## src/hdl/tsg_pkg.sv

```systemverilog
// shared types and constants of the test signal generator
`timescale 1ns / 1ps
package tsg_pkg;

  typedef enum logic [2:0] {
    MODE_SILENCE = 3'd0,
    MODE_IMPULSE = 3'd1,
    MODE_STEP    = 3'd2,
    MODE_SINE    = 3'd3,
    MODE_CHIRP   = 3'd4
  } mode_t;

  typedef enum logic [2:0] {
    REG_MODE      = 3'd0,
    REG_AMPLITUDE = 3'd1,
    REG_TUNING    = 3'd2,
    REG_SWEEP     = 3'd3,
    REG_COUNT     = 3'd4,
    REG_CHANNELS  = 3'd5
  } reg_idx_t;

  localparam int CFG_AW = 5;

  typedef struct packed {
    logic [2:0]         mode;
    logic signed [15:0] amplitude;
    logic [31:0]        start_tuning_word;
    logic signed [31:0] sweep_rate;
    logic [23:0]        sample_count;
    logic [3:0]         channel_count;
  } cfg_regs_t;

  // per-tick control that travels beside the sample through the pipeline
  typedef struct packed {
    logic [2:0] mode;
    logic       first;
    logic       last_smp;
    logic [3:0] last_ch;
  } tick_t;

  // quarter-wave polynomial coefficients, Q15
  localparam logic [15:0] POLY_A = 16'd51472;
  localparam logic [14:0] POLY_B = 15'd21024;
  localparam logic [11:0] POLY_C = 12'd2320;

  localparam logic signed [16:0] W_FULL = 17'sd32768;
  localparam logic [14:0]        Y_MAX  = 15'd32767;

endpackage

```

## src/hdl/tsg_shape.sv

```systemverilog
// quarter-wave sine polynomial, waveform select and amplitude scaling pipeline
`timescale 1ns / 1ps
module tsg_shape #(
  parameter int SINE_TABLE_BITS = 10,
  parameter int SAMPLE_BITS     = 16
) (
  input  logic                          clk,
  input  logic                          rst_n,
  input  logic signed [15:0]            amplitude,
  input  logic                          up_valid,
  input  logic [SINE_TABLE_BITS-1:0]    up_idx,
  input  tsg_pkg::tick_t                up_tick,
  output logic                          up_ready,
  output logic                          dn_valid,
  output logic signed [SAMPLE_BITS-1:0] dn_value,
  output tsg_pkg::tick_t                dn_tick,
  input  logic                          dn_ready
);
  import tsg_pkg::*;

  localparam int QBITS = SINE_TABLE_BITS - 2;
  localparam int SH    = 31 - SAMPLE_BITS;
  localparam logic [QBITS:0]         QSIZE = (QBITS+1)'(1) << QBITS;
  localparam logic signed [33:0]     RND   = 34'(64'sd1 <<< (SH - 1));
  localparam logic signed [33:0]     SMAX  = 34'((64'sd1 <<< (SAMPLE_BITS - 1)) - 64'sd1);
  localparam logic signed [33:0]     SMIN  = -SMAX - 34'sd1;

  logic v1_r, v2_r, v3_r, v4_r, v5_r;
  logic r1, r2, r3, r4, r5;

  // stage payloads
  logic [SINE_TABLE_BITS-1:0] idx1_r;
  tick_t                      tk1_r, tk2_r, tk3_r, tk4_r, tk5_r;
  logic [15:0]                x2_r, x3_r, x4_r;
  logic [15:0]                xx2_r, xx3_r;
  logic                       neg2_r, neg3_r, neg4_r;
  logic [14:0]                u3_r;
  logic [15:0]                a4_r;
  logic signed [16:0]         w5_r;

  // stage 1 logic
  logic [1:0]       quad;
  logic [QBITS:0]   pos;
  logic [15:0]      x1;
  logic [31:0]      xsq;
  // stage 2 logic
  logic [27:0]      cx;
  logic [14:0]      u2;
  // stage 3 logic
  logic [30:0]      ux;
  logic [15:0]      a3;
  // stage 4 logic
  logic [31:0]      ax;
  logic [16:0]      ymag;
  logic [14:0]      yc;
  logic signed [16:0] sine, w4;
  // stage 5 logic
  logic signed [33:0] prod, scaled, sat;

  assign r5       = !v5_r || dn_ready;
  assign r4       = !v4_r || r5;
  assign r3       = !v3_r || r4;
  assign r2       = !v2_r || r3;
  assign r1       = !v1_r || r2;
  assign up_ready = r1;

  always_ff @(posedge clk) begin
    if (!rst_n) begin
      v1_r <= 1'b0;
      v2_r <= 1'b0;
      v3_r <= 1'b0;
      v4_r <= 1'b0;
      v5_r <= 1'b0;
    end else begin
      if (r1) v1_r <= up_valid;
      if (r2) v2_r <= v1_r;
      if (r3) v3_r <= v2_r;
      if (r4) v4_r <= v3_r;
      if (r5) v5_r <= v4_r;
    end
  end

  // position in the quarter, mirrored in the second and fourth quarters
  assign quad = idx1_r[SINE_TABLE_BITS-1 -: 2];
  assign pos  = quad[0] ? (QSIZE - {1'b0, idx1_r[QBITS-1:0]}) : {1'b0, idx1_r[QBITS-1:0]};
  assign x1   = 16'(pos) << (15 - QBITS);
  assign xsq  = 32'(x1) * 32'(x1);

  assign cx = 28'(POLY_C) * 28'(xx2_r);
  assign u2 = POLY_B - {3'd0, cx[26:15]};

  assign ux = 31'(u3_r) * 31'(xx3_r);
  assign a3 = POLY_A - ux[30:15];

  assign ax   = 32'(a4_r) * 32'(x4_r);
  assign ymag = ax[31:15];
  assign yc   = (ymag > 17'(Y_MAX)) ? Y_MAX : ymag[14:0];
  assign sine = neg4_r ? -$signed({2'b00, yc}) : $signed({2'b00, yc});

  always_comb begin
    case (tk4_r.mode)
      MODE_IMPULSE: w4 = tk4_r.first ? W_FULL : 17'sd0;
      MODE_STEP:    w4 = W_FULL;
      MODE_SINE,
      MODE_CHIRP:   w4 = sine;
      default:      w4 = 17'sd0;
    endcase
  end

  assign prod   = 34'(amplitude) * 34'(w5_r) + RND;
  assign scaled = prod >>> SH;
  assign sat    = (scaled > SMAX) ? SMAX : ((scaled < SMIN) ? SMIN : scaled);

  always_ff @(posedge clk) begin
    if (r1) begin
      idx1_r <= up_idx;
      tk1_r  <= up_tick;
    end
    if (r2) begin
      x2_r   <= x1;
      xx2_r  <= xsq[30:15];
      neg2_r <= quad[1];
      tk2_r  <= tk1_r;
    end
    if (r3) begin
      x3_r   <= x2_r;
      xx3_r  <= xx2_r;
      u3_r   <= u2;
      neg3_r <= neg2_r;
      tk3_r  <= tk2_r;
    end
    if (r4) begin
      x4_r   <= x3_r;
      a4_r   <= a3;
      neg4_r <= neg3_r;
      tk4_r  <= tk3_r;
    end
    if (r5) begin
      w5_r  <= w4;
      tk5_r <= tk4_r;
    end
  end

  assign dn_valid = v5_r;
  assign dn_value = sat[SAMPLE_BITS-1:0];
  assign dn_tick  = tk5_r;

endmodule

```

## config.mk

```make
export PLATFORM = sky130hd
export DESIGN_NAME = tsg_shape
export DESIGN_NICKNAME = d
export VERILOG_FILES = /design/src/hdl/tsg_pkg.sv /design/src/hdl/tsg_shape.sv
export SDC_FILE = /design/constraint.sdc
export NUM_CORES = 2
export LEC_CHECK = 0
export BUFFER_PORTS_ARGS = -buffer_cell sky130_fd_sc_hd__buf_2
export CAP_MARGIN = 5
export CORE_ASPECT_RATIO = 1.5
export CORE_UTILIZATION = 45
export CTS_CLUSTER_DIAMETER = 40
export DETAILED_ROUTE_END_ITERATION = 12
export MAX_ROUTING_LAYER = met4
export PLACE_DENSITY_LB_ADDON = 0.3
export REMOVE_ABC_BUFFERS = 1
export SKIP_CTS_REPAIR_TIMING = 1
export SYNTH_ARGS = -nofsm -noshare
export SYNTH_HDL_FRONTEND = slang
export SYNTH_SLANG_ARGS = --single-unit
export TNS_END_PERCENT = 20
```

## constraint.sdc

```tcl
create_clock -name clk -period 15.2 [get_ports clk]
set_input_delay 3.04 -clock clk [delete_from_list [all_inputs] [get_ports clk]]
set_output_delay 3.04 -clock clk [all_outputs]
set_load 0.05 [all_outputs]
```

==> reports/results.ini <==
[logic_synthesis]
synthFlopType = edfxtp_1
synth_async_sr_flop_share_pct = 0
ys_warn_count = 0
yosysUniqueCellTypes = 76
synthTopCellsByCount = inv_1 (748), fa_1 (580), nand2_1 (398)
synthCells = 3222
synth.top_cell.area_share_pct = 37.4
synth.most_common_cell = inv_1
ys_ff_latch = 166
synth_top_cells_by_area = fa_1 (37%), edfxtp_1 (16%), ha_1 (12%)
syn_area_per_cell_sq_um = 9.63
seq_area_frac_synth_pct = 15.9
synth.cell_area_sq_um = 31000
synth-edff-count = 161
yosys.area.top_type = fa_1

[route]
wl_met3_um = 2000
wl_met1_um = 24100
drtIter0Drc = 880
wl_per_cell_um = 16.4
post-route-drc-count = 0
drt-pass1-iter-count = 5
wl_um = 67900
via_per_inst = 5.10
antenna_left = 0
dr.max_layer_used = met4
wl_met2_um = 38000
via_count = 21100

[sta]
layout_min_cycle_time_ns = 13.68
finalClockSkew_ns = 0.0123
max-slew-margin-rel_pct = 21.7
min_period_over_period_pct = 90.0
setup_ws_ns = 1.52
drv_slew = 0
hold_viol_final = 0
fmax_ghz = 0.0731
tightest_slew_ns = 1.17
setup_viol = 0
setup_tns_ns = 0
rsz0062_at_grt = false

[floorplanning]
die_area_sq_um = 70100
num_rows = 117
io_pins = 66
die_w_um = 216
core_sq_um = 68100
start_util_pct = 45.6
fp.dieH_um = 324

[cts]
cts_tree = yes
path_clk_slew_ns = 0.07
numCtsBuffers = 17
insertion_delay_ns = 0.45
htree_levels = 4
cts_buffer_depth = 2
clock-sinks = 166
root_buffer = clkbuf_16

[worst_setup_path]
crit_end = dn_value[6]
slowest_stage = a21oi_1
reg2reg_from = x4_r[7]$_DFFE_PP_
reg2reg_to = w5_r[14]$_DFFE_PP_
cpPeakStageDelay_ns = 0.82
cp_max_fo = 17
r2r_slack_ns = 7.07
endpoint_kind = output pin
arrival_ns = 10.64
critPathKind = in -> out
cpMostUsedCell = fa_1
critical_path.top_delay_family = adder cells
startpoint_type = primary input
r2r_cells = 29
cp_num_cells = 26
setup.worst_path.start = amplitude[6]
cp_data_required_time_ns = 12.16
crit_buf_inv = 7

[final_layout]
layout.cells.non_filler = 4136
syn2layout_area_growth_pct = 5.60
drive_above_1_share_pct = 3.98
fillers = 6460
design_area_sq_um = 32800
nets = 4158
n_antenna_cell = 0

[run_status]
status = complete, no violations

[placed_design]
io_buffers = 65
place_inst = 4104
pre_cts_ws_ns = 1.59
dpl.hpwl_um = 57000
gp_congestion = 0.893
place_area_sq_um = 32200

[grt]
antenna_found_initial = 0
grt_pass1_vias = 23300
overflow = 0
grt_max_degree = 48
grt_pass1_wl_um = 115000
grt_usage_pct = 21.5

[min_path]
hold_path.class = reg -> reg

[job]
max-cap-violations = 0

cells in the final DEF, fill, tap and decap left out, types with 6 or more instances in the layout:
| cell | instances |
|---|---|
| a21o_1 | 27 |
| a21oi_1 | 81 |
| a31oi_1 | 13 |
| and2_1 | 295 |
| and3_1 | 9 |
| buf_2 | 65 |
| buf_4 | 7 |
| clkbuf_16 | 17 |
| conb_1 | 13 |
| edfxtp_1 | 161 |
| fa_1 | 580 |
| ha_1 | 308 |
| inv_1 | 747 |
| inv_6 | 6 |
| mux2i_1 | 12 |
| nand2_1 | 398 |
| nand2b_1 | 13 |
| nand3_1 | 22 |
| nand4_1 | 13 |
| nor2_1 | 106 |
| nor2b_1 | 15 |
| nor3_1 | 22 |
| nor4_1 | 10 |
| o211ai_1 | 8 |
| o21a_1 | 18 |
| o21ai_0 | 43 |
| o21bai_1 | 9 |
| o31ai_1 | 7 |
| or2_2 | 7 |
| or3_1 | 6 |
| xnor2_1 | 70 |
| xor2_1 | 40 |
registers in the layout (all words and copies together) (netlist names), 9 cells and up:
register	count
x4_r	9
x3_r	9
dn_tick	9
tk3_r	9
tk2_r	9
tk1_r	9
xx3_r	15
xx2_r	15
a4_r	16
w5_r	17
u3_r	13
x2_r	9
tk4_r	9
idx1_r	10
logic make-up (layout without fill, tap and decap cells):
kind of cell | count (synthesis) | after routing | share of synthesized area (%)
other cells | 2 | 13 | 0.0242
simple gates | 940 | 940 | 14.9
flops | 166 | 166 | 15.9
xor+xnor | 110 | 110 | 3.10
buf+inv | 841 | 852 | 10.2
fa+ha+maj | 888 | 888 | 49.8
compound gates | 260 | 260 | 5.60
mux | 15 | 15 | 0.496
worst min path at each step:
| stage | startpoint | end | slack, ns | cells after the start |
|---|---|---|---|---|
| after floorplan | tk4_r[0]$_DFFE_PP_ | dn_tick[0]$_DFFE_PP_ | 0.40 | 0 |
| after global placement | x3_r[11]$_DFFE_PP_ | x4_r[11]$_DFFE_PP_ | 0.40 | 0 |
| after detailed placement | neg3_r$_DFFE_PP_ | neg4_r$_DFFE_PP_ | 0.40 | 0 |
| after CTS | x2_r[12]$_DFFE_PP_ | x3_r[12]$_DFFE_PP_ | 0.41 | 0 |
| after global routing | x2_r[13]$_DFFE_PP_ | x3_r[13]$_DFFE_PP_ | 0.42 | 0 |
| final | x2_r[12]$_DFFE_PP_ | x3_r[12]$_DFFE_PP_ | 0.41 | 0 |
metrics by stage:
step	hold WS (ns)	util [%]
5_1_grt	0.418	48.2
6_report	0.412	48.2
3_5_place_dp	0.405	47.3
2_1_floorplan	0.400	-
4_1_cts	0.413	48.2
3_3_place_gp	0.402	47.3
cell type report:
cell class	count	area, sq um	area share [%]
multi-input cells	2226	23000	70.1
flip-flops and latches	166	4930	15.1
inverters	748	2810	8.57
well taps	892	1120	3.40
clock buffers	20	437	1.33
repair buffers	72	378	1.15
clock inverters	12	119	0.363
per-layer routing:
| layer | global-route usage (%) | vias to the layer above |
|---|---|---|
| met5 | - | - |
| met4 | 10.8 | 0 |
| met3 | 2.00 | 159 |
| met2 | 41.3 | 398 |
| met1 | 21.3 | 10700 |
| li1 | - | 9862 |
Power is left out: the tool's default activity adds up to more than one toggle a clock period on the data nets, which glitch-free logic cannot reach.
